[src/sv/vmlsl_pkg.sv]
`default_nettype none
// ----------------------------------------------------------------------------
// vmlsl_pkg
// Shared types, constants and helpers of the voice mixer, one-pole lowpass
// and polynomial soft limiter.
// ----------------------------------------------------------------------------
package vmlsl_pkg;

   // voices and accumulator store
   localparam int VOICE_COUNT = 4;
   localparam int ACC_DEPTH   = 2 * VOICE_COUNT;
   localparam int ACC_AW      = $clog2(ACC_DEPTH);

   // field widths
   localparam int SAMPLE_W = 24;
   localparam int GAIN_W   = 16;
   localparam int ACC_W    = 32;
   localparam int AUDIO_W  = 24;
   localparam int SLOT_W   = 3;

   // mixer arithmetic
   localparam int MIX_PROD_W = SAMPLE_W + GAIN_W + 1;
   localparam int MIX_SUM_W  = MIX_PROD_W + 2;
   localparam int MIX_SHIFT  = 10;
   localparam int SAT_W      = 48;

   // lowpass arithmetic, coefficient 0.4 in Q0.16
   localparam int LP_DIFF_W = ACC_W + 1;
   localparam int LP_PROD_W = LP_DIFF_W + 17;
   localparam int LP_SHIFT  = 16;
   localparam int LP_COEF   = 26214;

   // limiter arithmetic (Q.24 magnitudes)
   localparam int POLY_STEPS   = 10;
   localparam int S_W          = 26;
   localparam int P_W          = 37;
   localparam int POLY_PROD_W  = 63;
   localparam int Q_SHIFT      = 24;
   localparam int RED_SHIFT    = 40;
   localparam int RED_W        = POLY_PROD_W - RED_SHIFT;
   localparam int Y_W          = 25;
   localparam int SCALE_PROD_W = 48;

   localparam logic [ACC_W-1:0] LIM_THRESH = 32'd13421772;
   localparam logic [ACC_W-1:0] LIM_THREE  = 32'd50331648;
   localparam logic [25:0]      LIM_D_MAG  = 26'd37633996;
   localparam logic [Y_W-1:0]   Q_ONE      = 25'd16777216;
   localparam logic [22:0]      FULL_SCALE = 23'd8388607;

   // result queue
   localparam int FIFO_DEPTH = 32;
   localparam int FIFO_AW    = $clog2(FIFO_DEPTH);

   // item tag traveling down the pipeline
   typedef struct packed {
      logic       valid;
      logic [1:0] voice;
      logic       mode;
   } tag_type;

   // accumulator address of a tag: voice*2 + path
   function automatic logic [ACC_AW-1:0] acc_index(input tag_type t);
      logic [3:0] wide;
      wide = {1'b0, t.voice, t.mode};
      return wide[ACC_AW-1:0];
   endfunction

   // saturate to the signed 32-bit accumulator range
   function automatic logic signed [ACC_W-1:0] sat_acc(input logic signed [SAT_W-1:0] x);
      logic signed [SAT_W-1:0] hi;
      logic signed [SAT_W-1:0] lo;
      hi = SAT_W'(signed'({1'b0, {(ACC_W-1){1'b1}}}));
      lo = -hi - SAT_W'(1);
      if (x > hi) begin
         return {1'b0, {(ACC_W-1){1'b1}}};
      end else if (x < lo) begin
         return {1'b1, {(ACC_W-1){1'b0}}};
      end
      return x[ACC_W-1:0];
   endfunction

endpackage
`default_nettype wire

[src/sv/vmlsl_mix.sv]
`default_nettype none
// ----------------------------------------------------------------------------
// vmlsl_mix
// Weighted sum of four Q4.20 samples by four Q2.14 gains, floored to Q8.24
// and saturated. Two stages: products, then sum and saturate.
// ----------------------------------------------------------------------------
module vmlsl_mix
   import vmlsl_pkg::*;
(
   input  wire logic                       clock,
   input  wire logic                       reset,
   input  wire tag_type                    in_tag,
   input  wire logic signed [SAMPLE_W-1:0] in_sample [4],
   input  wire logic        [GAIN_W-1:0]   in_gain [4],
   output      tag_type                    out_tag,
   output      logic signed [ACC_W-1:0]    out_mix
);

   logic signed [MIX_PROD_W-1:0] prod_in [4];
   logic signed [MIX_PROD_W-1:0] prod_ff [4];
   tag_type                      tag1_ff;
   logic signed [MIX_SUM_W-1:0]  sum_in;
   logic signed [ACC_W-1:0]      mix_in;
   logic signed [ACC_W-1:0]      mix_ff;
   tag_type                      tag2_ff;

   // four independent products
   always_comb begin
      for (int i = 0; i < 4; i++) begin
         prod_in[i] = MIX_PROD_W'(in_sample[i]) * MIX_PROD_W'($signed({1'b0, in_gain[i]}));
      end
   end

   // sum, floor shift to Q8.24, saturate
   always_comb begin
      sum_in = MIX_SUM_W'(prod_ff[0]) + MIX_SUM_W'(prod_ff[1])
             + MIX_SUM_W'(prod_ff[2]) + MIX_SUM_W'(prod_ff[3]);
      mix_in = sat_acc(SAT_W'(sum_in >>> MIX_SHIFT));
   end

   always_ff @(posedge clock) begin
      if (reset) begin
         tag1_ff <= '0;
         tag2_ff <= '0;
      end else begin
         tag1_ff <= in_tag;
         tag2_ff <= tag1_ff;
      end
   end

   always_ff @(posedge clock) begin
      prod_ff <= prod_in;
      mix_ff  <= mix_in;
   end

   assign out_tag = tag2_ff;
   assign out_mix = mix_ff;

endmodule
`default_nettype wire

[config.mk]
export PLATFORM = sky130hd
export DESIGN_NAME = vmlsl_mix
export DESIGN_NICKNAME = d
export VERILOG_FILES = /design/src/sv/vmlsl_pkg.sv /design/src/sv/vmlsl_mix.sv
export SDC_FILE = /design/constraint.sdc
export NUM_CORES = 2
export LEC_CHECK = 0
export BUFFER_PORTS_ARGS = -buffer_cell sky130_fd_sc_hd__buf_2
export CAP_MARGIN = 20
export CORE_UTILIZATION = 65
export CTS_CLUSTER_DIAMETER = 120
export CTS_CLUSTER_SIZE = 12
export DETAILED_ROUTE_END_ITERATION = 10
export PLACE_DENSITY = 0.95
export SYNTH_ARGS = -nofsm -noshare
export SYNTH_HDL_FRONTEND = slang
export SYNTH_SLANG_ARGS = --single-unit
[constraint.sdc]
create_clock -name clock -period 9.7 [get_ports clock]
set_input_delay 1.94 -clock clock [delete_from_list [all_inputs] [get_ports clock]]
set_output_delay 1.94 -clock clock [all_outputs]
set_load 0.02 [all_outputs]
* Word level (Yosys, flattened, before mapping)
Cells that the tools add are included.
** Storage, ports and cells
- Input bits :: 166
- Flip-flop bits (word level) :: 204
- Output and inout port bits :: 36
** Cells by class
- Mux-type cells :: 5
- $mul :: 4
- $lt $le $gt $ge :: 2
- $add $sub $neg :: 3
** Operators with widths (number)
- $mul A24 B17 Y41 :: 4
- $mux W32 :: 3
- $add A42 B41 Y43 :: 1
- $add A43 B41 Y43 :: 1
- $add A41 B41 Y42 :: 1
- $gt A33 B32 Y1 const B :: 1
- $lt A33 B32 Y1 const B :: 1
- $mux W1 :: 2

* Logic depth before layout (Yosys ltp)
- Word-level depth :: 7
- Depth in mapped cells :: 25
- Depth with buffers taken out :: 24

* Worst setup path after synthesis
No wires, ideal clock.
- Kind :: input-to-reg
- From :: in in_sample[10] (netlist name)
- To :: reg prod_ff[36] (netlist name)
- Data arrival time :: 7.804 ns
- Stages on the path :: 22
- Path buffers :: 2
- Library setup time :: 0.133 ns
- Path slack :: 1.763 ns
- Cells stage by stage :: clkbuf_1 nand2_1 fa_1 fa_1 fa_1 fa_1 inv_1 fa_1 inv_1 fa_1 inv_1 ha_1 clkbuf_1 and4_1 nand3_1 a211oi_1 o41ai_1 a2111oi_1 o31ai_1 a21oi_1 mux2i_1 o2111ai_1
** RTL lines
- from (decl) :: RTL line vmlsl_mix.sv:13 : input wire logic signed [SAMPLE_W-1:0] in_sample [4],
- to (signal assigned) :: RTL line vmlsl_mix.sv:52 : prod_ff <= prod_in;
- to (decl) :: RTL line vmlsl_mix.sv:20 : logic signed [MIX_PROD_W-1:0] prod_ff [4];

==> metrics.md <==
| Metric | Value |
|---|---|
| Result of the run | finished clean |
| Count of maximum capacitance violations | 0 |
| Slowest cell on the critical path | o311ai_0 |
| Min-Delay Path Class | register to register |
| Longest Clk Path Bufs | 3 |
| Sum of negative setup slack | 0 ns |
| Final weighted congestion in routability-driven placement | 0.976 |
| Type of the worst setup path | input port to register |
| Cell type group with the largest total delay on the critical path | adder cells |
| Synthesized area divided by synthesized cell count | 8.97 µm² |
| Flip-flop and latch count after synthesis | 204 |
| Critical Path Start Type | input port |
| End point of the most critical hold path | out_tag[0] |
| Clock latency on the worst-skew pair | 0.56 ns |
| Hold Vio Cnt, Final | 0 |
| Post-cts resize count | 0 |
| Combined buffer and inverter count along the critical path | 4 |
| Cell repeated most along the worst path | fa_1 |
| Synth Cell Area | 64700 µm² |
| Register Area | 4080 µm² |
| Relative slew slack | 20.6% |
| Number of cells on the worst hold path | 1 |
| Number of antenna violations at the first check in global routing | 13 |
| H-tree level count | 1 |
| Die Y | 318 µm |
| Detailed-route via count | 49500 |
| Min Clock Period, post-route | 8.58 ns |
| Register-to-Register Path Depth | 14 |
| Area taken by multi-input logic gates | 52000 µm² |
| Number of enable flip-flop cells after synthesis | 0 |
| Clock tree from TritonCTS | yes |
| Fraction of layout cells with a size suffix above 1 | 3.54% |
| Placed wire-length estimate after detailed placement | 138 mm |
| Slew of the pin with the lowest slew margin | 1.18 ns |
| Ports placed on the boundary | 202 |
| Setup-violating endpoint count in the final report | 0 |
| Unrepaired setup endpoints after global routing | false |
| Core ar. | 98600 µm² |
| Mapped Nets | 9418 |
| Number of buffers inserted during clock tree synthesis | 21 |
| Maximum number of pins on one net before global-route repair | 28 |
| Antenna Nets Post-Route | 0 |
| Origin of the worst min-delay path | tag1_ff[0] |
| Vias per cell | 5.84 |
| Proportion of register bits with asynchronous set or reset after synthesis | 0% |
| First-pass GRT wire length | 284 mm |
| Rows | 115 |
| Warnings, synthesis | 0 |
| Setup slack, reg-to-reg | 4.38 ns |
| Number of DRC violations after detailed routing | 0 |
| Capturing element type of the critical path | register |
| Post-synthesis instance total | 7218 |
| Starting utilization of the core area | 65.7% |
| Post-route fraction of the period consumed by the critical path | 88.5% |
| CP cell instances | buf_2 > nand2_1 > fa_1 > fa_1 > fa_1 > inv_1 > fa_1 > fa_1 > inv_1 > fa_1 > inv_1 > ha_1 > o21ai_0 > o21a_1 > o31ai_1 > nand3_1 > nand4_1 > nand3_1 > o31ai_1 > a21oi_1 > o311ai_0 |
| Clock tree root buffer cell | clkbuf_16 |
| Routed wire length per instance | 20.2 µm |
| Worst-path maximum fanout | 24 |
| TritonRoute pass-1 iters | 8 |
| Clock Skew | 0.0421 ns |
| Synth-to-layout area growth | 3.42% |
| Count of port buffers added during placement | 201 |
| Clock sinks | 204 |
| Biggest cell delay along the critical path | 0.66 ns |
| Post-synth top flop | dfxtp_1 |
| Fmax | 117 MHz |
| Net total in the final layout | 9392 |
| Final count of pins violating max slew | 0 |
| Count of filler cells inserted in the layout | 6874 |
| Share of synthesized area occupied by flip-flops and latches | 6.31% |
| Total wire length after detailed routing | 172 mm |
| CTS Hold Buffers Added | 0 |
| Die footprint | 101000 µm² |
| Data required time at the worst endpoint | 10.04 ns |
| Overall track demand over capacity in global routing | 35.7% |
| Startpoint of the worst register-to-register path | prod_ff[56] |
| Floorplan die width | 318 µm |
| Unique cell type count in the Yosys netlist | 75 |
| Capture point of the worst reg-to-reg path | out_mix[13] |
| Number of global-route vias before repair | 55900 |
| Setup Buffers After CTS | 0 |
| Critical Path AT | 8.92 ns |
| Number of violations reported at the end of detailed-routing iteration 0 | 4831 |
| Overflow left after global routing | 0 |
| Clock-pin slew of the registers on the worst-case setup and hold paths | 0.06 ns |
==> worst reg2reg max path: stages (launching register included) <==
cell      delay (ns)
dfxtp_1         0.32
inv_1           0.12
fa_1            0.46
fa_1            0.54
inv_1           0.05
ha_1            0.41
and3_1          0.23
o21ai_0         0.27
nand3_1         0.13
o21ai_2         0.38
o221ai_2        0.27
and3b_4         0.27
or3_1           0.47
o22ai_4         0.67
o21ai_0         0.51
==> metrics by stage <==
| stage | hold slack (ns) | util [%] | instances | worst slack [ns] | cell area (µm²) |
|---|---|---|---|---|---|
| 5_1_grt | 0.454 | 67.9 | 8483 | 0.760 | 66900 |
| 3_5_place_dp | 0.425 | 67.3 | 8456 | 0.673 | 66400 |
| 3_3_place_gp | 0.417 | 67.3 | 8456 | 0.650 | 66400 |
| 2_1_floorplan | 0.414 | - | 7218 | 1.76 | 64700 |
| 4_1_cts | 0.442 | 67.9 | 8481 | 1.19 | 66900 |
| 6_report | 0.439 | 67.9 | 8484 | 1.12 | 66900 |
==> kinds of logic (layout without fill, tap and decap cells) <==
| family | Yosys count | in the layout | share of synthesized area (%) |
|---|---|---|---|
| XOR/XNOR | 173 | 173 | 2.34 |
| other | 0 | 3 | 0 |
| flip-flops | 204 | 204 | 6.31 |
| AO/OA/AOI/OAI | 543 | 543 | 5.47 |
| buffers and inverters | 2300 | 2276 | 13.4 |
| multiplexers | 2 | 2 | 0.0309 |
| AND/OR/NAND/NOR | 1962 | 1962 | 14.7 |
| adder cells (fa/ha/maj) | 2034 | 2034 | 57.8 |
==> worst max path at each step <==
stage                    to           from  cells past startpoint
2_1_floorplan   prod_ff[36]  in_sample[10]                     22
3_3_place_gp   prod_ff[162]    in_gain[56]                     22
3_5_place_dp   prod_ff[162]    in_gain[50]                     21
4_1_cts        prod_ff[162]    in_gain[50]                     21
5_1_grt        prod_ff[162]    in_gain[50]                     21
6_report       prod_ff[162]    in_gain[51]                     21
==> cell usage after synthesis (all sizes together), types with 8 or more instances <==
library cell	instances	share of area, %
inv	2048	12
xor2	31	0.42
o21bai	26	0.30
a211oi	24	0.28
nand2b	25	0.24
or2	10	0.097
nor2	105	0.61
fa	1590	49
buf	9	0.10
o31ai	12	0.14
and2	653	6.3
and3	18	0.17
xnor2	142	1.9
o211ai	13	0.15
nand2	980	5.7
a21o	71	0.82
clkbuf	243	1.4
nand4	14	0.14
nor3	43	0.33
o21ai	96	0.76
nor2b	23	0.22
or3	8	0.077
dfxtp	204	6.3
o21a	30	0.35
ha	444	8.6
nand3	50	0.39
a21oi	176	1.4
a31oi	16	0.15
==> registers in the layout, indices dropped and copies added (netlist names) <==
signal,cells
prod_ff,164
out_mix,32
out_tag,4
tag1_ff,4
==> layer usage <==
layer,track usage [%],part of all wire (%),vias up
met1,42.9,34,24600
met3,7.83,11,1007
li1,-,-,20800
met5,0,0.059,-
met2,59.3,48,3133
met4,20.8,6.9,16
==> layout by cell type (no fill, tap or decap), drive strengths merged, types with 24 or more instances in the layout <==
cell type / netlist / routed
inv: 2048 / 2050
fa: 1590 / 1590
nand2: 980 / 980
and2: 653 / 653
ha: 444 / 444
dfxtp: 204 / 204
buf: 9 / 203
a21oi: 176 / 176
xnor2: 142 / 142
nor2: 105 / 105
o21ai: 96 / 96
a21o: 71 / 71
nand3: 50 / 50
nor3: 43 / 43
xor2: 31 / 31
o21a: 30 / 30
o21bai: 26 / 26
nand2b: 25 / 25
a211oi: 24 / 24
==> final cells by class <==
cell class              count  share of cell area, %
repair buffers            203                   1.53
well taps                1287                   2.41
multi-input cells        4714                   77.6
clock buffers              23                  0.796
diodes                      3                 0.0112
flip-flops and latches    204                   6.10
clock inverters             2                 0.0299
inverters                2048                   11.5
Power is not shown: default switching activity piles up to over one toggle a cycle in this logic, so the estimate is an artifact.
