===== config.mk =====
export PLATFORM = sky130hd
export DESIGN_NAME = vmlsl_out_fifo
export DESIGN_NICKNAME = d
export VERILOG_FILES = /design/src/sv/vmlsl_pkg.sv /design/src/sv/vmlsl_out_fifo.sv
export SDC_FILE = /design/constraint.sdc
export NUM_CORES = 1
export LEC_CHECK = 0
export BUFFER_PORTS_ARGS = -buffer_cell sky130_fd_sc_hd__clkbuf_2
export CAP_MARGIN = 25
export CORE_MARGIN = 2
export CORE_UTILIZATION = 30
export CTS_CLUSTER_DIAMETER = 30
export DETAILED_ROUTE_END_ITERATION = 10
export HOLD_SLACK_MARGIN = 0.06
export PLACE_DENSITY = 0.42
export SLEW_MARGIN = 10
export SYNTH_ARGS = -nofsm -noshare
export SYNTH_HDL_FRONTEND = slang
export SYNTH_SLANG_ARGS = --single-unit

===== constraint.sdc =====
create_clock -name clock -period 3.15 [get_ports clock]
set_clock_uncertainty 0.2 [all_clocks]
set_input_delay 0.63 -clock clock [delete_from_list [all_inputs] [get_ports clock]]
set_output_delay 0.63 -clock clock [all_outputs]
set_load 0.05 [all_outputs]

===== src/sv/vmlsl_pkg.sv =====
`default_nettype none
// ----------------------------------------------------------------------------
// vmlsl_pkg
// Shared types, constants and helpers of the voice mixer, one-pole lowpass
// and polynomial soft limiter.
// ----------------------------------------------------------------------------
package vmlsl_pkg;

   // voices and accumulator store
   localparam int VOICE_COUNT = 4;
   localparam int ACC_DEPTH   = 2 * VOICE_COUNT;
   localparam int ACC_AW      = $clog2(ACC_DEPTH);

   // field widths
   localparam int SAMPLE_W = 24;
   localparam int GAIN_W   = 16;
   localparam int ACC_W    = 32;
   localparam int AUDIO_W  = 24;
   localparam int SLOT_W   = 3;

   // mixer arithmetic
   localparam int MIX_PROD_W = SAMPLE_W + GAIN_W + 1;
   localparam int MIX_SUM_W  = MIX_PROD_W + 2;
   localparam int MIX_SHIFT  = 10;
   localparam int SAT_W      = 48;

   // lowpass arithmetic, coefficient 0.4 in Q0.16
   localparam int LP_DIFF_W = ACC_W + 1;
   localparam int LP_PROD_W = LP_DIFF_W + 17;
   localparam int LP_SHIFT  = 16;
   localparam int LP_COEF   = 26214;

   // limiter arithmetic (Q.24 magnitudes)
   localparam int POLY_STEPS   = 10;
   localparam int S_W          = 26;
   localparam int P_W          = 37;
   localparam int POLY_PROD_W  = 63;
   localparam int Q_SHIFT      = 24;
   localparam int RED_SHIFT    = 40;
   localparam int RED_W        = POLY_PROD_W - RED_SHIFT;
   localparam int Y_W          = 25;
   localparam int SCALE_PROD_W = 48;

   localparam logic [ACC_W-1:0] LIM_THRESH = 32'd13421772;
   localparam logic [ACC_W-1:0] LIM_THREE  = 32'd50331648;
   localparam logic [25:0]      LIM_D_MAG  = 26'd37633996;
   localparam logic [Y_W-1:0]   Q_ONE      = 25'd16777216;
   localparam logic [22:0]      FULL_SCALE = 23'd8388607;

   // result queue
   localparam int FIFO_DEPTH = 32;
   localparam int FIFO_AW    = $clog2(FIFO_DEPTH);

   // item tag traveling down the pipeline
   typedef struct packed {
      logic       valid;
      logic [1:0] voice;
      logic       mode;
   } tag_type;

   // accumulator address of a tag: voice*2 + path
   function automatic logic [ACC_AW-1:0] acc_index(input tag_type t);
      logic [3:0] wide;
      wide = {1'b0, t.voice, t.mode};
      return wide[ACC_AW-1:0];
   endfunction

   // saturate to the signed 32-bit accumulator range
   function automatic logic signed [ACC_W-1:0] sat_acc(input logic signed [SAT_W-1:0] x);
      logic signed [SAT_W-1:0] hi;
      logic signed [SAT_W-1:0] lo;
      hi = SAT_W'(signed'({1'b0, {(ACC_W-1){1'b1}}}));
      lo = -hi - SAT_W'(1);
      if (x > hi) begin
         return {1'b0, {(ACC_W-1){1'b1}}};
      end else if (x < lo) begin
         return {1'b1, {(ACC_W-1){1'b0}}};
      end
      return x[ACC_W-1:0];
   endfunction

endpackage
`default_nettype wire


===== src/sv/vmlsl_out_fifo.sv =====
`default_nettype none
// ----------------------------------------------------------------------------
// vmlsl_out_fifo
// Result queue with credit count: a credit is taken at each accepted item
// that will make a result and returned when the result leaves, so the
// pipeline never has to stall.
// ----------------------------------------------------------------------------
module vmlsl_out_fifo
   import vmlsl_pkg::*;
(
   input  wire logic                      clock,
   input  wire logic                      reset,
   input  wire logic                      take_credit,
   output      logic                      has_room,
   input  wire logic                      push,
   input  wire logic [SLOT_W-1:0]         push_slot,
   input  wire logic signed [AUDIO_W-1:0] push_audio,
   output      logic                      pop_valid,
   input  wire logic                      pop_ready,
   output      logic [SLOT_W-1:0]         pop_slot,
   output      logic signed [AUDIO_W-1:0] pop_audio
);

   logic [SLOT_W+AUDIO_W-1:0] entry_ff [FIFO_DEPTH];
   logic [FIFO_AW-1:0]        wr_ptr_ff;
   logic [FIFO_AW-1:0]        rd_ptr_ff;
   logic [FIFO_AW:0]          count_ff;
   logic [FIFO_AW:0]          credit_ff;
   logic                      pop;

   assign pop       = pop_valid && pop_ready;
   assign pop_valid = (count_ff != '0);
   assign has_room  = (credit_ff < (FIFO_AW+1)'(FIFO_DEPTH));
   assign {pop_slot, pop_audio} = entry_ff[rd_ptr_ff];

   always_ff @(posedge clock) begin
      if (push) begin
         entry_ff[wr_ptr_ff] <= {push_slot, push_audio};
      end
   end

   // pointers, fill count and credits
   always_ff @(posedge clock) begin
      if (reset) begin
         wr_ptr_ff <= '0;
         rd_ptr_ff <= '0;
         count_ff  <= '0;
         credit_ff <= '0;
      end else begin
         if (push) begin
            wr_ptr_ff <= wr_ptr_ff + 1'b1;
         end
         if (pop) begin
            rd_ptr_ff <= rd_ptr_ff + 1'b1;
         end
         count_ff  <= count_ff + (FIFO_AW+1)'(push) - (FIFO_AW+1)'(pop);
         credit_ff <= credit_ff + (FIFO_AW+1)'(take_credit) - (FIFO_AW+1)'(pop);
      end
   end

endmodule
`default_nettype wire


Word-level counts from Yosys, hierarchy flattened
Memory sizes are Yosys's and may differ from the RTL's. A register that Yosys moved wholly into a read port is not among the register bits.
Index checks and enable logic that the tools add are counted.
Cells by class
  divide/modulo/power cells: 0
  add/sub/neg operators: 6
  shift-type cells: 0
  mux-type cells: 4
  eq/ne operators: 0
  magnitude comparators: 1
  multipliers: 0
  reductions and logical operators: 2
  bitwise gates (word level): 0
Operators by type and width (count)
  $add 6x1->6: 2
  $sub 6x1->6: 2
  $add 5x1->5 const B: 2
  $mux 5: 2
  $lt 6x6->1 const B: 1
  $reduce_bool 6->1: 1
  $mux 1: 2
  $logic_and 1x1->1: 1
Storage, ports and cells
  bits in writable memories: 864
  bits in registers: 22
  bits in read-only memories: 0
  input bits: 32
  latch bits: 0
  memories: 1
  output and inout bits: 29
Memory list
  entry_ff: words 32, width 27, read ports 1, clocked after memory_dff 1, wr ports 1, RTL line vmlsl_out_fifo.sv:24  | logic [SLOT_W+AUDIO_W-1:0] entry_ff [FIFO_DEPTH];

Logic depth before layout (Yosys ltp)
Gate-level depths: netlist of run 1.
  word-level depth: 4
  depth in mapped cells: 14

Worst setup path before layout of run 1
OpenSTA, ideal clock, no wires.
  path kind: reg2reg
  from: register count_ff[2]
  to: register credit_ff[4]
  buffers on the path: 1
  setup slack: 0.071 ns
  stages on the path, launching flop included: 15
  arrival time: 2.752 ns
  required time: 2.822 ns
  cells stage by stage: dfxtp_1 > inv_1 > ha_1 > nand4bb_1 > clkbuf_1 > nand2_1 > inv_1 > ha_1 > inv_1 > ha_1 > fa_1 > a21o_1 > a21oi_1 > xor2_1 > nor2_1
Between the ends
  word-level cells in the longest chain between the ends: 3
Ends and longest elaborated chain
  start, declared: RTL line vmlsl_out_fifo.sv:27  | logic [FIFO_AW:0] count_ff;
  start signal, assigned: RTL line vmlsl_out_fifo.sv:56  | count_ff <= count_ff + (FIFO_AW+1)'(push) - (FIFO_AW+1)'(pop);
  $reduce_bool 6->1: RTL line vmlsl_out_fifo.sv:32  | assign pop_valid = (count_ff != '0);
  net pop_valid: RTL line vmlsl_out_fifo.sv:18  | output logic pop_valid,
  $logic_and 1x1->1: RTL line vmlsl_out_fifo.sv:31  | assign pop = pop_valid && pop_ready;
  $sub 6x1->6: RTL line vmlsl_out_fifo.sv:57  | credit_ff <= credit_ff + (FIFO_AW+1)'(take_credit) - (FIFO_AW+1)'(pop);
  end signal, assigned: RTL line vmlsl_out_fifo.sv:57
  end, declared: RTL line vmlsl_out_fifo.sv:28  | logic [FIFO_AW:0] credit_ff;
The timed path passes the listed nets, and every way through them passes these cells.
A chain may end at the register's enable or synchronous reset.

==> out/metrics.yaml, run 1 <==
drt_wl_total_um: 104000
p_int_w: 0.0296
worstMarginPinSlew_ns: 0.757
relSlewSlack_pct: 49.5
cp-start-kind: "flop"
synth_area_per_cell_sq_um: 19.9
hold_depth: 3
die-area_sq_mm: 0.117
antennaDiodeCount: 0
yosys-top-cells-count: "edfxtp_1 (864), mux2i_1 (217), a22oi_1 (162)"
start_util_pct: 30.1
hold_class: "in -> reg"
clkTransAtPathRegs_ns: 0.04
ctsRootBufferMaster: "clkbuf_16"
p_leak_nw: 15.0
antenna_found_initial: 9
critPathMaxStageDelay_ns: 0.50
crit_fanout: 7
synth_top_area_share_pct: 75.6
grt_use_total_pct: 17.7
setup_slack_ns: -0.512
power_density_mw_per_mm2: 836
grt_max_degree: 42
drt-vias-per-instance: 4.94
design.core.area_sq_mm: 0.114
slew_violations: 0
drive_gt1_share_pct: 36.7
yosysSeqAreaShare_pct: 77.2
die_w_um: 342
io_buffers: 60
syn-num-nets: 1780
worst_ep_arrival_time_ns: 2.83
netlist_area_sq_mm: 0.0343
max_freq_mhz: 273
syn_to_final_growth_pct: 36.2
synth-main-ff-cell: "edfxtp_1"
violations: "setup timing"
final_util_pct: 41.0
switchingPower_w: 0.00950
rsz0062_at_grt: "yes"
grt_pass1_wl_um: 146000
tritoncts: "yes"
row_count: 124
crit_type: "reg -> out"
p_clk_share_pct: 53.0
period_minus_slack_ns: 3.66
insertion_delay_ns: 0.76
p_comb_share_pct: 13.0
cp.required_ns: 2.32
synth.ff_latch_count: 891
dr.first_iter.drc_count: 1634
gr-total-overflow: 0
path_cells: "buf_12, buf_12, buf_12, mux4_2, a22oi_2, buf_4, nand4_1, buf_8"
ir_worst_vdd_v: 0.000542
synth.most_common_cell: "edfxtp_1"
grt_pass1_vias: 19660
hold_viol: 0
status: "finished with violations"
finalCritPeriodShare_pct: 116
setup_tns_ns: -11.64
power.share.sequential_pct: 34.0
drc: 0
gp_congestion: 0.723
cts_buffers: 199
clock_path_buffers: 3
finalNetCount: 2173
synthDistinctLibCells: 41
wl_per_cell_um: 27.4
cts_max_level: 4
r2r_cells: 13
yosys_warnings: 0
synthTopCellsByArea: "edfxtp_1 (76%), mux4_2 (7.1%), mux2i_1 (6.3%)"
cp_slowest_cell: "mux4_2"
synth_edf_count: 864
cts.sinks: 891
synthesis.instances: 1727
synthArstFlopShare_pct: 0
p_sw_share_pct: 24.3
setup_violations: 27
synth_top_area_cell: "edfxtp_1"
end_kind: "output port"
first_pass_iters: 5
maxCapViolations: 0
vias: 18806
place_hpwl_um: 57400
dieHeight_um: 342
io_pins: 61
ant_nets: 0
worst_path_most_repeated_cell: "buf_12"
==> sequential cells by signal, indices dropped and copies added (netlist names), named ones only <==
register / flops
entry_ff: 864
count_ff: 6
credit_ff: 6
rd_ptr_ff: 5
wr_ptr_ff: 5
==> path summary, 6_finish.rpt <==
check | from | end | slack [ns]
max reg2reg | count_ff[3] | credit_ff[4] | 0.37
min reg2reg | rd_ptr_ff[1] | flop | 0.38
min | push | wr_ptr_ff[0] | 0.12
max | flop | pop_slot[0] | -0.51
==> cell families after synthesis <==
logic type,Yosys count,synth area share (%)
DFF,891,77.2
AOI/OAI and AO/OA,178,3.85
adders and majority gates,21,0.810
buffers and inverters,117,1.67
muxes,325,13.4
xor gates and xnor gates,14,0.357
and+or+nand+nor,181,2.67
==> critical path, delay by kind of cell, from the launching register on <==
family / cells / cell delay [ns]
flops: 1 / 0.37
compound gates: 1 / 0.19
buf+inv: 5 / 0.81
mux: 1 / 0.50
simple gates: 1 / 0.19
==> layout make-up <==
class	count	area (sq um)
repair buffers	287	3480
well taps	1512	1890
multi-input cells	719	7950
inverters	22	82.6
clock inverters	148	1720
clock buffers	225	5120
flip-flops and latches	891	26500
fillers	10120	67100
==> power by group through the flow <==
stage                     clock network (W)  registers (W)  logic, W
final                                0.0207         0.0133   0.00509
after global routing                 0.0216         0.0133   0.00543
after CTS                            0.0210         0.0133   0.00494
after detailed placement                  0         0.0135   0.00391
after global placement                    0         0.0135   0.00387
after floorplan                           0         0.0135   0.00247
==> per-stage QoR <==
step                      instances  area [sq um]  setup slack (ns)  hold slack (ns)  power (W)
final                          3804         46700            -0.512            0.124     0.0391
after global routing           3804         46700            -0.597            0.131     0.0403
after CTS                      3786         46300            -0.582           0.0741     0.0393
after detailed placement       3360         38000            0.0935            0.378     0.0174
after global placement         3360         38000            0.0794            0.358     0.0174
after floorplan                1727         34300            0.0707            0.263     0.0159
==> layer usage <==
layer  up-vias  wire length [um]  track usage (%)
met2       570             51400             29.3
met4         0              2250             5.35
met1     10051             45500             23.6
li1       8014                 -                -
met3       171              5100             3.46
met5         -                 0                0
==> cell usage in the layout (no fill, tap or decap), types with 10 or more instances in the layout <==
master / netlist / final
a22oi_1: 162 / 91
a22oi_2: 0 / 71
buf_12: 0 / 46
buf_16: 0 / 15
buf_4: 13 / 130
buf_6: 5 / 18
buf_8: 0 / 20
bufinv_16: 0 / 30
clkbuf_1: 36 / 24
clkbuf_16: 0 / 212
clkbuf_2: 1 / 33
clkbuf_8: 0 / 10
clkinv_1: 0 / 32
clkinv_2: 0 / 36
clkinv_4: 0 / 15
clkinvlp_4: 0 / 19
dfxtp_1: 27 / 24
edfxtp_1: 864 / 864
ha_1: 19 / 19
inv_1: 22 / 22
mux2i_1: 217 / 214
mux4_2: 108 / 108
nand2_1: 13 / 13
nand3_1: 60 / 50
nand3_2: 0 / 10
nand4_1: 29 / 29
nor2_1: 53 / 18
nor2_4: 1 / 36
==> timing repair <==
item                                   in CTS  in global routing
endpoints found under the hold margin       3                  0
setup endpoints to repair                  27                 27
pin swaps                                  28                 37
resized for setup                         160                 51
cloned                                     13                  9
buffers inserted                           39                 15
hold buffers                                2                  0
(Power assumes the default switching activity.)
==> inputs of run 2 (changes only) <==
--- a/config.mk
+++ b/config.mk
@@ -5,6 +5,7 @@
 export SDC_FILE = /design/constraint.sdc
 export NUM_CORES = 1
 export LEC_CHECK = 0
+export ABC_CLOCK_PERIOD_IN_PS = 3150
 export BUFFER_PORTS_ARGS = -buffer_cell sky130_fd_sc_hd__clkbuf_2
 export CAP_MARGIN = 25
 export CORE_MARGIN = 2
==> constraint.sdc (replaced) <==
create_clock -name clock -period 3.15 [get_ports clock]
set_clock_uncertainty 0.2 [all_clocks]
set_input_delay 0.63 -clock clock [delete_from_list [all_inputs] [get_ports clock]]
set_output_delay 0.63 -clock clock [all_outputs]
set_load 0.02 [all_outputs]
==> out/metrics.yaml, run 2 (synthesis gave the netlist of run 1 again) <==
setup_slack_ns: -0.563  # -0.0509 ns
largest_register_ffs: 864  # unchanged
setup_violations: 27  # unchanged
end_kind: "output port"
largest_register: "entry_ff"
gr-total-overflow: 0  # unchanged
cp_slowest_cell: "dfxtp_4"
post-place-cells: 3330  # -0.89%
tritoncts: "yes"
clock_path_buffers: 3  # unchanged
final_util_pct: 40.9  # -0.14 points
gp_congestion: 0.728  # +0.72%
crit_fanout: 8  # +1
grt_use_total_pct: 17.3  # -0.42 points
maxCapViolations: 0  # unchanged
power.total_w: 0.0388  # -0.67%
path_cells: "buf_12, buf_12, buf_12, buf_8, nor2b_4, buf_6, buf_12, buf_12, a22oi_2, nand3_2, nand4_1, buf_4"
final_cell_area_sq_mm: 0.0466  # -0.34%
design.core.area_sq_mm: 0.114  # unchanged
path_buf_inv: 8  # +3
first_pass_iters: 6  # +1
final_cell_mix: "edfxtp_1 (864), mux2i_1 (216), clkbuf_16 (208)"
rsz0062_at_grt: "yes"
cts_buffers: 202  # +1.5%
row_count: 124  # unchanged
ant_nets: 0  # unchanged
wl_per_cell_um: 26.6  # -2.9%
cts.sinks: 891  # unchanged
period_minus_slack_ns: 3.71  # +0.0509 ns
insertion_delay_ns: 0.74  # -0.02 ns
hold_class: "in -> reg"
multi_input_area_sq_mm: 0.00794  # -0.19%
drc: 0  # unchanged
syn_to_final_growth_pct: 35.8
cp.required_ns: 2.32  # about the same
io_buffers: 60  # unchanged
worst_ep_arrival_time_ns: 2.88  # +0.05 ns
setup_tns_ns: -12.63  # -0.995 ns
place_hpwl_um: 56000  # -2.5%
finalCritPeriodShare_pct: 118  # +1.6 points
power_density_mw_per_mm2: 833  # -0.33%
start_util_pct: 30.1  # unchanged
grt_max_degree: 45  # +7.1%
max_freq_mhz: 269  # -1.4%
drt_wl_total_um: 101000  # -3.4%
grt_pass1_wl_um: 144000  # -1.2%
instances_no_fill: 3784  # -0.53%
cp-start-kind: "flop"
io_pins: 61  # unchanged
slew_violations: 0  # unchanged
crit_type: "reg -> out"
crit_family: "buffers and inverters"
worstMarginPinSlew_ns: 0.704  # -0.0535 ns
die-area_sq_mm: 0.117  # unchanged
worst_path_most_repeated_cell: "buf_12"
mostFrequentLayoutCell: "edfxtp_1"
hold_viol: 0  # unchanged
drive_gt1_share_pct: 36.3  # -0.41 points
die_w_um: 342  # unchanged
p_leak_nw: 14.9  # -0.84%
fillers: 10151  # +0.31%
cts_max_level: 4  # unchanged
vias: 18367  # -2.3%
dr.first_iter.drc_count: 1375  # -16%
violations: "setup timing"
relSlewSlack_pct: 53.1  # +3.6 points
drt-vias-per-instance: 4.85  # -1.8%
critPathMaxStageDelay_ns: 0.34  # -0.16 ns
grt_pass1_vias: 19808  # +0.75%
finalNetCount: 2146  # -1.2%
ctsRootBufferMaster: "clkbuf_16"
dieHeight_um: 342  # unchanged
antenna_found_initial: 6  # -3
clkTransAtPathRegs_ns: 0.04  # about the same
place_area_sq_mm: 0.0378  # -0.46%
reg_top3: "entry_ff x864, count_ff x6, credit_ff x6"
status: "finished with violations"
ir_worst_vdd_v: 0.000472  # -13%
ff_latch_area_sq_mm: 0.0265  # about the same
## run 2: timing repair
item,4_1_cts,5_1_grt
hold buffers,1,0
setup buffers,43,20
setup endpoints to repair,27,27
pin swaps,47,29
gates resized for setup,152,42
cloned,10,3
hold endpoints to repair,1,0
## run 2: final timing paths
path,start,to,slack [ns],depth (start not counted)
setup / recovery,flop,pop_audio[9],-0.56,12
hold / removal,pop_ready,rd_ptr_ff[2],0.12,4
setup reg to reg,count_ff[3],credit_ff[4],0.39,13
hold reg to reg,rd_ptr_ff[0],rd_ptr_ff[0],0.36,2
## run 2: stage by stage
step / hold WS, ns / setup WS [ns]
finish: 0.119 / -0.563
global route: 0.130 / -0.638
CTS: 0.0638 / -0.596
detailed placement: 0.352 / -0.101
global placement: 0.338 / -0.116
floorplan: 0.263 / 0.199
## run 2: final cells by class
type / instances / share of cell area (%)
clock buffer: 226 / 11.2
inverter: 22 / 0.177
multi-input combinational: 719 / 17.0
antenna: 1 / 0.00537
sequential: 891 / 56.9
tap: 1512 / 4.06
clock inverter: 156 / 4.09
timing repair buffer: 257 / 6.56
## run 2: per-layer routing
| layer | routed length (um) | part of all wire (%) | global-route usage [%] | up-vias |
|---|---|---|---|---|
| li1 | - | - | - | 7960 |
| met1 | 44200 | 44 | 23.0 | 9760 |
| met2 | 49800 | 49 | 28.7 | 487 |
| met3 | 4590 | 4.6 | 3.40 | 160 |
| met4 | 2070 | 2.1 | 4.96 | 0 |
| met5 | 0 | 0 | 0 | - |
## run 2: worst register-to-register path: cells and delay by family (launching register included)
family	cells	cell delay [ns]
adder cells (fa/ha/maj)	4	1.06
XOR/XNOR	1	0.17
flip-flops	1	0.31
AND/OR/NAND/NOR	3	0.32
AO/OA/AOI/OAI	2	0.35
buffers and inverters	3	0.22
## run 2: power breakdown
group          internal, W  switching [W]
logic              0.00195        0.00224
registers           0.0132      0.0000778
clock network       0.0146        0.00668
