## config.mk

```make
export PLATFORM = sky130hd
export DESIGN_NAME = vmlsl_lowpass
export DESIGN_NICKNAME = d
export VERILOG_FILES = /design/src/sv/vmlsl_pkg.sv /design/src/sv/vmlsl_lowpass.sv
export SDC_FILE = /design/constraint.sdc
export NUM_CORES = 1
export LEC_CHECK = 0
export BUFFER_PORTS_ARGS = -buffer_cell sky130_fd_sc_hd__buf_2
export CAP_MARGIN = 20
export CELL_PAD_IN_SITES_DETAIL_PLACEMENT = 1
export CELL_PAD_IN_SITES_GLOBAL_PLACEMENT = 1
export CORE_ASPECT_RATIO = 0.7
export CORE_MARGIN = 4
export CORE_UTILIZATION = 57
export DETAILED_ROUTE_END_ITERATION = 12
export GPL_TIMING_DRIVEN = 0
export MAX_ROUTING_LAYER = met4
export PLACE_DENSITY = 0.95
export SETUP_SLACK_MARGIN = 0.3
export SLEW_MARGIN = 15
export SYNTH_ARGS = -nofsm -noshare
export SYNTH_HDL_FRONTEND = slang
export SYNTH_SLANG_ARGS = --single-unit
```

## constraint.sdc

```tcl
create_clock -name clock -period 32.4 [get_ports clock]
set_input_delay 0 -clock clock [delete_from_list [all_inputs] [get_ports clock]]
set_output_delay 0 -clock clock [all_outputs]
set_load 0.05 [all_outputs]
```

## src/sv/vmlsl_pkg.sv

```systemverilog
`default_nettype none
// ----------------------------------------------------------------------------
// vmlsl_pkg
// Shared types, constants and helpers of the voice mixer, one-pole lowpass
// and polynomial soft limiter.
// ----------------------------------------------------------------------------
package vmlsl_pkg;

   // voices and accumulator store
   localparam int VOICE_COUNT = 4;
   localparam int ACC_DEPTH   = 2 * VOICE_COUNT;
   localparam int ACC_AW      = $clog2(ACC_DEPTH);

   // field widths
   localparam int SAMPLE_W = 24;
   localparam int GAIN_W   = 16;
   localparam int ACC_W    = 32;
   localparam int AUDIO_W  = 24;
   localparam int SLOT_W   = 3;

   // mixer arithmetic
   localparam int MIX_PROD_W = SAMPLE_W + GAIN_W + 1;
   localparam int MIX_SUM_W  = MIX_PROD_W + 2;
   localparam int MIX_SHIFT  = 10;
   localparam int SAT_W      = 48;

   // lowpass arithmetic, coefficient 0.4 in Q0.16
   localparam int LP_DIFF_W = ACC_W + 1;
   localparam int LP_PROD_W = LP_DIFF_W + 17;
   localparam int LP_SHIFT  = 16;
   localparam int LP_COEF   = 26214;

   // limiter arithmetic (Q.24 magnitudes)
   localparam int POLY_STEPS   = 10;
   localparam int S_W          = 26;
   localparam int P_W          = 37;
   localparam int POLY_PROD_W  = 63;
   localparam int Q_SHIFT      = 24;
   localparam int RED_SHIFT    = 40;
   localparam int RED_W        = POLY_PROD_W - RED_SHIFT;
   localparam int Y_W          = 25;
   localparam int SCALE_PROD_W = 48;

   localparam logic [ACC_W-1:0] LIM_THRESH = 32'd13421772;
   localparam logic [ACC_W-1:0] LIM_THREE  = 32'd50331648;
   localparam logic [25:0]      LIM_D_MAG  = 26'd37633996;
   localparam logic [Y_W-1:0]   Q_ONE      = 25'd16777216;
   localparam logic [22:0]      FULL_SCALE = 23'd8388607;

   // result queue
   localparam int FIFO_DEPTH = 32;
   localparam int FIFO_AW    = $clog2(FIFO_DEPTH);

   // item tag traveling down the pipeline
   typedef struct packed {
      logic       valid;
      logic [1:0] voice;
      logic       mode;
   } tag_type;

   // accumulator address of a tag: voice*2 + path
   function automatic logic [ACC_AW-1:0] acc_index(input tag_type t);
      logic [3:0] wide;
      wide = {1'b0, t.voice, t.mode};
      return wide[ACC_AW-1:0];
   endfunction

   // saturate to the signed 32-bit accumulator range
   function automatic logic signed [ACC_W-1:0] sat_acc(input logic signed [SAT_W-1:0] x);
      logic signed [SAT_W-1:0] hi;
      logic signed [SAT_W-1:0] lo;
      hi = SAT_W'(signed'({1'b0, {(ACC_W-1){1'b1}}}));
      lo = -hi - SAT_W'(1);
      if (x > hi) begin
         return {1'b0, {(ACC_W-1){1'b1}}};
      end else if (x < lo) begin
         return {1'b1, {(ACC_W-1){1'b0}}};
      end
      return x[ACC_W-1:0];
   endfunction

endpackage
`default_nettype wire

```

## src/sv/vmlsl_lowpass.sv

```systemverilog
`default_nettype none
// ----------------------------------------------------------------------------
// vmlsl_lowpass
// One-pole lowpass over the accumulator memory: a registered read, then update
// and write back, with a bypass of the write that lands on the same entry at
// the read edge.
// ----------------------------------------------------------------------------
module vmlsl_lowpass
   import vmlsl_pkg::*;
(
   input  wire logic                    clock,
   input  wire logic                    reset,
   input  wire tag_type                 in_tag,
   input  wire logic signed [ACC_W-1:0] in_mix,
   output      tag_type                 out_tag,
   output      logic signed [ACC_W-1:0] out_acc
);

   // accumulator store; entries not yet written read as zero
   logic signed [ACC_W-1:0] acc_mem [ACC_DEPTH];
   logic [ACC_DEPTH-1:0]    written_ff;

   logic [ACC_AW-1:0]       rd_addr;
   logic signed [ACC_W-1:0] rd_data_ff;
   logic                    rd_written_ff;
   logic                    fwd_ff;
   logic signed [ACC_W-1:0] fwd_data_ff;
   logic signed [ACC_W-1:0] mix_ff;
   tag_type                 tag_b_ff;

   logic                    wr_en;
   logic [ACC_AW-1:0]       wr_addr;
   logic signed [ACC_W-1:0] acc_old;
   logic signed [LP_DIFF_W-1:0] diff;
   logic signed [LP_PROD_W-1:0] prod;
   logic signed [LP_PROD_W-1:0] delta;
   logic signed [SAT_W-1:0]     sum;
   logic signed [ACC_W-1:0]     acc_in;
   logic signed [ACC_W-1:0]     acc_ff;
   tag_type                     tag_o_ff;

   assign rd_addr = acc_index(in_tag);
   assign wr_en   = tag_b_ff.valid;
   assign wr_addr = acc_index(tag_b_ff);

   // update: acc += floor((mix - acc) * 0.4), saturated
   always_comb begin
      if (fwd_ff) begin
         acc_old = fwd_data_ff;
      end else if (rd_written_ff) begin
         acc_old = rd_data_ff;
      end else begin
         acc_old = '0;
      end
      diff   = LP_DIFF_W'(mix_ff) - LP_DIFF_W'(acc_old);
      prod   = LP_PROD_W'(diff) * LP_PROD_W'(LP_COEF);
      delta  = prod >>> LP_SHIFT;
      sum    = SAT_W'(acc_old) + SAT_W'(delta);
      acc_in = sat_acc(sum);
   end

   // memory read and write ports
   always_ff @(posedge clock) begin
      rd_data_ff <= acc_mem[rd_addr];
      if (wr_en) begin
         acc_mem[wr_addr] <= acc_in;
      end
   end

   // written flags, forward flag and tags, cleared at reset
   always_ff @(posedge clock) begin
      if (reset) begin
         written_ff    <= '0;
         rd_written_ff <= 1'b0;
         fwd_ff        <= 1'b0;
         tag_b_ff      <= '0;
         tag_o_ff      <= '0;
      end else begin
         if (wr_en) begin
            written_ff[wr_addr] <= 1'b1;
         end
         rd_written_ff <= written_ff[rd_addr];
         fwd_ff        <= wr_en && (wr_addr == rd_addr);
         tag_b_ff      <= in_tag;
         tag_o_ff      <= tag_b_ff;
      end
   end

   always_ff @(posedge clock) begin
      fwd_data_ff <= acc_in;
      mix_ff      <= in_mix;
      acc_ff      <= acc_in;
   end

   assign out_tag = tag_o_ff;
   assign out_acc = acc_ff;

endmodule
`default_nettype wire

```

After elaboration in Yosys (flattened, before gate mapping)
Memory sizes are Yosys's and may differ from the RTL's. A register that Yosys moved wholly into a read port is not among the register bits.
Index checks and enable logic that the tools add are counted.
- divide/modulo/power cells: 0
- order comparisons: 5
- bitwise logic cells: 1
- mux-type cells: 13
- add/subtract/negate cells: 2
- shift-type cells: 0
- equality and inequality tests: 1
- $mul: 1
- reductions and logical operators: 2
- operator list (kind ; count):
    $mux W32 ; 5
    $mul A33 B15 Y48 const B ; 1
    $add A32 B33 Y34 ; 1
    $gt A34 B32 Y1 const B ; 1
    $lt A34 B32 Y1 const B ; 1
    $sub A32 B32 Y33 ; 1
    $lt A3 B4 Y1 const B ; 2
    $or A8 B8 Y8 ; 1
    $mux W1 ; 6
    $bmux W1 S3 ; 1
    $demux W1 S3 ; 1
    $eq A3 B3 Y1 ; 1
    $ge A3 B1 Y1 const B ; 1
    $logic_and A1 B1 Y1 ; 2
- register bits after elaboration: 82
- output and inout bits: 36
- bits in latches: 0
- ROM bits: 0
- bits in writable memories: 256
- memories kept: 1
- memories (memory ; depth ; bits a word ; read ports ; clocked after Yosys merged registers in ; wr ports ; line ; RTL):
    acc_mem ; 8 ; 32 ; 1 ; 1 ; 1 ; vmlsl_lowpass.sv:20 ; logic signed [ACC_W-1:0] acc_mem [ACC_DEPTH];

Longest topological paths before layout
Gate-level depths: netlist of run 1.
- word-level depth: 9
- gate-level depth with buffers: 56

Worst setup path before layout of run 1
Ideal clock, no wire load.
- path type: register -> register
- from: register fwd_ff
- to: memory acc_mem[0][14] (data pin)
- buffers on the path: 5
- cell stages (with the launch flop): 49
- library setup time: 285 ps
- slack: 20693 ps
- data required time: 32115 ps
- arrival: 11422 ps
- cell sequence: dfxtp_1 buf_4 clkbuf_1 clkbuf_1 a22oi_1 ha_1 a211oi_1 nor2_1 o41ai_1 o21ai_1 o31ai_1 a21oi_1 a21o_1 a21oi_1 xnor2_1 ha_1 fa_1 ha_1 (+13 left out) nand3_1 a31oi_1 o21bai_1 a21oi_1 xnor2_1 ha_1 clkbuf_1 nand4_1 nor4_1 nand2_1 a211o_1 a31oi_1 a21oi_1 o21a_1 nand2b_1 a21o_1 nor2b_1 o31ai_1
- cells in the longest elaborated chain, start to end: 8
- elaborated cells on any way between the ends: 10
- those cells by class: add/sub (2); mul (1); order compare (2); mux (5)
- ends and longest elaborated chain (what ; line ; RTL):
    from (decl) ; vmlsl_lowpass.sv:26 ; logic fwd_ff;
    from (signal assigned) ; vmlsl_lowpass.sv:83 ; fwd_ff <= wr_en && (wr_addr == rd_addr);
    $mux W32 * ; vmlsl_lowpass.sv:48 ; if (fwd_ff) begin
    $sub A32 B32 Y33 ; vmlsl_lowpass.sv:55 ; diff = LP_DIFF_W'(mix_ff) - LP_DIFF_W'(acc_old);
    $mul A33 B15 Y48 ; vmlsl_lowpass.sv:56 ; prod = LP_PROD_W'(diff) * LP_PROD_W'(LP_COEF);
    $add A32 B33 Y34 * ; vmlsl_lowpass.sv:58 ; sum = SAT_W'(acc_old) + SAT_W'(delta);
    $lt A34 B32 Y1 ; vmlsl_pkg.sv:76 ; end else if (x < lo) begin
    $mux W1 ; vmlsl_pkg.sv:76 ;
    $mux W1 ; vmlsl_pkg.sv:74 ; if (x > hi) begin
    $mux W32 * ; vmlsl_pkg.sv:79 ; return x[ACC_W-1:0];
    via acc_in[14] ; vmlsl_lowpass.sv:38 ; logic signed [ACC_W-1:0] acc_in;
    to (decl) ; vmlsl_lowpass.sv:20 ;
Mark *: on every way through the listed nets, which the timed path passes. The rest lies on a longest branch.

Final worst setup path of run 1
- from: register fwd_ff
- to: memory acc_mem[5][4] (data pin)
The elaborated chain is that of the path after synthesis.

==> results of run 1 <==
==> layer usage <==
metal	up-vias	global-route usage, %	part of all wire (%)
met5	-	-	0
met4	0	17.4	6.7
met3	403	6.44	11
met2	1509	61.3	46
met1	9124	51.3	37
li1	7213	-	-
==> area by class of cell <==
class / count / area share [%]
repair buffers: 127 / 3.85
inverters: 281 / 3.91
diodes: 1 / 0.00927
plain buffers: 51 / 0.751
well taps: 544 / 2.52
clock buffers: 45 / 3.58
flip-flops and latches: 370 / 37.0
clock inverters: 22 / 0.603
multi-input cells: 1235 / 47.8
==> critical path: cells and delay by family, from the launching register on <==
| family | cells | cell delay (ns) |
|---|---|---|
| buf+inv | 8 | 2.68 |
| fa+ha+maj | 9 | 3.82 |
| simple gates | 4 | 1.01 |
| flops | 1 | 0.34 |
| xor+xnor | 2 | 0.64 |
| compound gates | 24 | 7.86 |
==> registers in the layout, indices dropped and copies added, names as in the netlist <==
signal and count:
rd_written_ff 1, mix_ff 32, rd_data_ff 32, out_acc 32, tag_b_ff 3, wr_en 1, acc_mem 256, out_tag 4
written_ff 8, fwd_ff 1
==> synth_stat cells, drive strengths merged, types with 7 or more instances <==
| cell | instances |
|---|---|
| dfxtp | 114 |
| nand3 | 28 |
| o21ai | 77 |
| nand2b | 16 |
| nor2 | 75 |
| xnor2 | 65 |
| buf | 14 |
| or3 | 7 |
| nor2b | 24 |
| mux4 | 66 |
| a22oi | 24 |
| mux2 | 32 |
| edfxtp | 256 |
| xor2 | 49 |
| o21a | 22 |
| a21o | 57 |
| ha | 203 |
| nor3 | 28 |
| nand4 | 12 |
| and3 | 15 |
| a21oi | 82 |
| nand2 | 45 |
| a31oi | 11 |
| fa | 178 |
| o21bai | 9 |
| clkbuf | 37 |
| inv | 281 |
| a211oi | 12 |
==> final timing paths <==
path	from	endpoint	slack [ns]	depth (start not counted)
worst max-delay path	fwd_ff$_SDFF_PP0_	acc_mem[5][4]$_DFFE_PP_	15.56	47
worst min-delay path	in_mix[26]	mix_ff[26]$_DFF_P_	0.1	2
worst max register to register	fwd_ff$_SDFF_PP0_	acc_mem[5][4]$_DFFE_PP_	15.56	47
worst min register to register	written_ff[5]$_SDFFE_PP0P_	written_ff[5]$_SDFFE_PP0P_	0.57	2
==> kinds of logic after synthesis <==
logic type | Yosys count | share of synthesized area [%]
compound gates | 354 | 9.92
xor+xnor | 114 | 4.18
fa+ha+maj | 386 | 25.6
buf+inv | 332 | 5.22
flops | 370 | 41.4
mux | 102 | 7.84
simple gates | 279 | 5.85
==> per-stage QoR <==
| stage | std cells | cell area (um^2) | worst slack, ns | hold slack [ns] |
|---|---|---|---|---|
| 2_1_floorplan | 1937 | 24100 | 20.69 | 0.0277 |
| 3_3_place_gp | 2551 | 25100 | 17.60 | 0.104 |
| 3_5_place_dp | 2568 | 25400 | 17.33 | 0.104 |
| 4_1_cts | 2670 | 26900 | 16.80 | 0.102 |
| 5_1_grt | 2676 | 27000 | 15.29 | 0.104 |
| 6_report | 2676 | 27000 | 15.56 | 0.0981 |
==> results.toml, run 1 <==
[drt]
viasPerCell = 6.82
remaining_drc_errors = 0
wl_per_cell_um = 33.2
wl_mm = 89.0
ant_nets = 0
vias = 18200
drt_pass1_iterations = 6
drt_iter0_markers = 2609

[clock_network]
clkSinkCount = 370
cts.clk_slew.worst_paths_ns = 0.07
worstSkewPairLatency_ns = 0.55
h-tree-depth = 2
cts_inserted_buffers = 37
clock_path_buffers = 3
cts.hold.buffers_added = 35
ctsResizeCount = 0
post-cts-setup-buffer-count = 0
cts-root-buf = "clkbuf_16"
cts_tree = "yes"

[placed_design]
dp_hpwl_mm = 56.7
port_buffers = 70
gp_congestion = 0.954

[floorplanning]
die_w_um = 254
num_io_pins = 74
num_rows = 62
start_util_pct = 58.2
core_area_mm2 = 0.0413
die-area_mm2 = 0.0456
die_height_um = 180

[synth]
synth_edf_count = 256
synth-main-ff-cell = "edfxtp_1"
yosys_register_bits = 370
async_flop_share_pct = 0
synth_top_area_share_pct = 31.9
synth_cells = 1937
synth_area_leaders = "edfxtp_1 (32%), fa_1 (15%), ha_1 (11%)"
syn_area_mm2 = 0.0241
synth_nets = 2356
yosys.area.top_type = "edfxtp_1"
ys_types = 81
yosysWarnings = 0
syn_area_per_cell_um2 = 12.4
yosysSeqAreaShare_pct = 41.4

[sta]
post-route-period-util_pct = 52.0
setup_viol = 0
max_freq_mhz = 59.4
rsz0062_at_grt = "false"
slew_headroom_pct = 21.8
tightest_slew_ns = 1.17
drv_slew = 0
period_needed_ns = 16.84
final.setup_skew_ns = 0.0297
finalSetupTns_ns = 0
hold_violations = 0

[final_layout]
filler_cell_count = 4017
layout-drive-gt1-share_pct = 13.0
area_growth_pct = 12.1
final_common_cell = "inv_1"
multi_input_area_mm2 = 0.0129
finish.utilization_pct = 65.3
nets = 2522
ff_latch_area_mm2 = 0.00997
final_cell_mix = "inv_1 (278), edfxtp_1 (256), ha_1 (203)"

[run]
maxCapViolCount = 0

[critical_path]
critPathKind = "flop to flop"
cp-start-kind = "flop"
cp-end-kind = "flop"
critical-path-max-stage-delay_ns = 0.88
crit_fanout = 10
required_ns = 32.53
cp_data_arrival_time_ns = 16.96
cpMaxStageDelayCell = "o41ai_1"

[grt]
grt_pass1_wl_mm = 129
grt_overflow = 0
grt_pass1_vias = 19500
grt_usage_pct = 39.3
grt_max_degree = 25
grt_antenna_before_repair = 1

[hold_path]
min_path_type = "input port to flop"

[status]
status = "finished clean"
Power of run 1 is left out: the tool's default activity adds up to more than one toggle a clock period on the data nets, which glitch-free logic cannot reach.
==> run 2: changes to the inputs <==
- CORE_UTILIZATION: 57 -> 48
- PLACE_DENSITY: 0.95 -> 0.86
- clock period: 32.4 -> 13.7 ns (I/O delays scaled with it)
==> results.toml, run 2 (synthesized netlist as in run 1, its figures left out) <==
[status]
status = "finished clean"

[drt]
remaining_drc_errors = 0
wl_mm = 76.9
ant_nets = 0
wl_per_cell_um = 27.1
drt_pass1_iterations = 5
viasPerCell = 5.96
drt_iter0_markers = 1410
vias = 16900

[floorplanning]
core_area_mm2 = 0.0494
die_w_um = 276
die_height_um = 195
num_rows = 68
die-area_mm2 = 0.0538
start_util_pct = 48.7
num_io_pins = 74

[sta]
drv_slew = 0
final.setup_skew_ns = 0.0196
post-route-period-util_pct = 97.4
slew_headroom_pct = 31.6
hold_violations = 0
hold-worst-slack_ns = 0.0894
period_needed_ns = 13.34
rsz0062_at_grt = "false"
max_freq_mhz = 74.9
setup_viol = 0
finalSetupTns_ns = 0
tightest_slew_ns = 1.03

[final_layout]
top_register = "acc_mem"
final_cell_mix = "inv_1 (278), edfxtp_1 (256), ha_1 (200)"
filler_cell_count = 4951
final_cells = 2837
multi_input_area_mm2 = 0.0136
area_growth_pct = 18.2
layout-drive-gt1-share_pct = 18.3
antennaDiodeCount = 0
design_area_mm2 = 0.0284
final_common_cell = "inv_1"
largest_reg_flops = 256
ff_latch_area_mm2 = 0.00997
nets = 2561

[clock_network]
h-tree-depth = 2
cts_inserted_buffers = 38
clock_path_buffers = 3
clkSinkCount = 370
worstSkewPairLatency_ns = 0.55
cts-root-buf = "clkbuf_16"
cts.clk_slew.worst_paths_ns = 0.07
cts_tree = "yes"

[placed_design]
place_inst = 2689
port_buffers = 70
gp_congestion = 0.931
dp_hpwl_mm = 55.7
place_area_mm2 = 0.0256

[hold_path]
worstHoldStart = "in_mix[25]"
min_path_type = "input port to flop"

[critical_path]
cp-start-kind = "flop"
crit_fanout = 10
r2r-start = "fwd_ff$_SDFF_PP0_"
cp_data_arrival_time_ns = 13.64
critPathKind = "flop to flop"
cpMaxStageDelayCell = "fa_1"
cp-end-kind = "flop"
required_ns = 14.00
crit_start = "fwd_ff$_SDFF_PP0_"
critical-path-max-stage-delay_ns = 0.60
crit_path_frequent_cell = "ha_1"
crit_buf_inv = 7
crit_family = "compound AO/OA/AOI/OAI gates"

[grt]
gr-usage-met2_pct = 45.7
gr-usage-met3_pct = 3.41
grt_antenna_before_repair = 0
grt_max_degree = 20
grt_overflow = 0
grt_usage_pct = 28.1
grt_pass1_wl_mm = 110
grt_pass1_vias = 18000
grt.busiest_layer = "met2"
use_met1_pct = 38.4

[run]
maxCapViolCount = 0
## run 2: cell count changes in the layout (fill, tap and decap cells not counted), sizes merged
| cell | previous run | this run |
|---|---|---|
| bufinv | 1 | 2 |
| clkbuf | 82 | 86 |
| clkinv | 21 | 13 |
| buf | 106 | 138 |
| o21ai | 77 | 84 |
| diode | 1 | 0 |
| inv | 281 | 283 |
| clkinvlp | 0 | 3 |
## run 2: per-stage QoR
step	util (%)	setup slack, ns
after CTS	55.9	0.296
after global routing	57.5	0.00211
final	57.5	0.357
after global placement	51.1	-1.38
after detailed placement	51.7	-1.84
after floorplan	-	1.99
## run 2: final timing paths
path                           endpoint  slack (ns)  depth (start not counted)
max             acc_mem[0][6]$_DFFE_PP_        0.36                         50
min                  mix_ff[25]$_DFF_P_        0.09                          2
max reg2reg     acc_mem[0][6]$_DFFE_PP_        0.36                         50
min reg2reg  written_ff[4]$_SDFFE_PP0P_        0.48                          2
## run 2: final cells by class
| cell class | instances | area share, % |
|---|---|---|
| Buffer | 51 | 1.13 |
| Clock buffer | 50 | 3.61 |
| Clock inverter | 20 | 0.664 |
| Inverter | 281 | 3.71 |
| Multi-Input combinational cell | 1242 | 47.8 |
| Sequential cell | 370 | 35.1 |
| Tap cell | 665 | 2.93 |
| Timing Repair Buffer | 158 | 5.12 |
## run 2: repair_timing
action | CTS | global route
hold buffers | 35 | 0
endpoints found under the hold margin | 40 | 0
cloned | 0 | 10
gates resized for setup | 96 | 60
endpoints found under the setup margin | 288 | 288
buffers inserted | 3 | 26
pin swaps | 3 | 37
## run 2: layer usage
layer | wire [um] | vias up
li1 | - | 7296
met1 | 32300 | 8778
met2 | 37400 | 739
met3 | 5450 | 105
met4 | 1710 | 0
met5 | 0 | -
Power of run 2 is left out for the same reason.
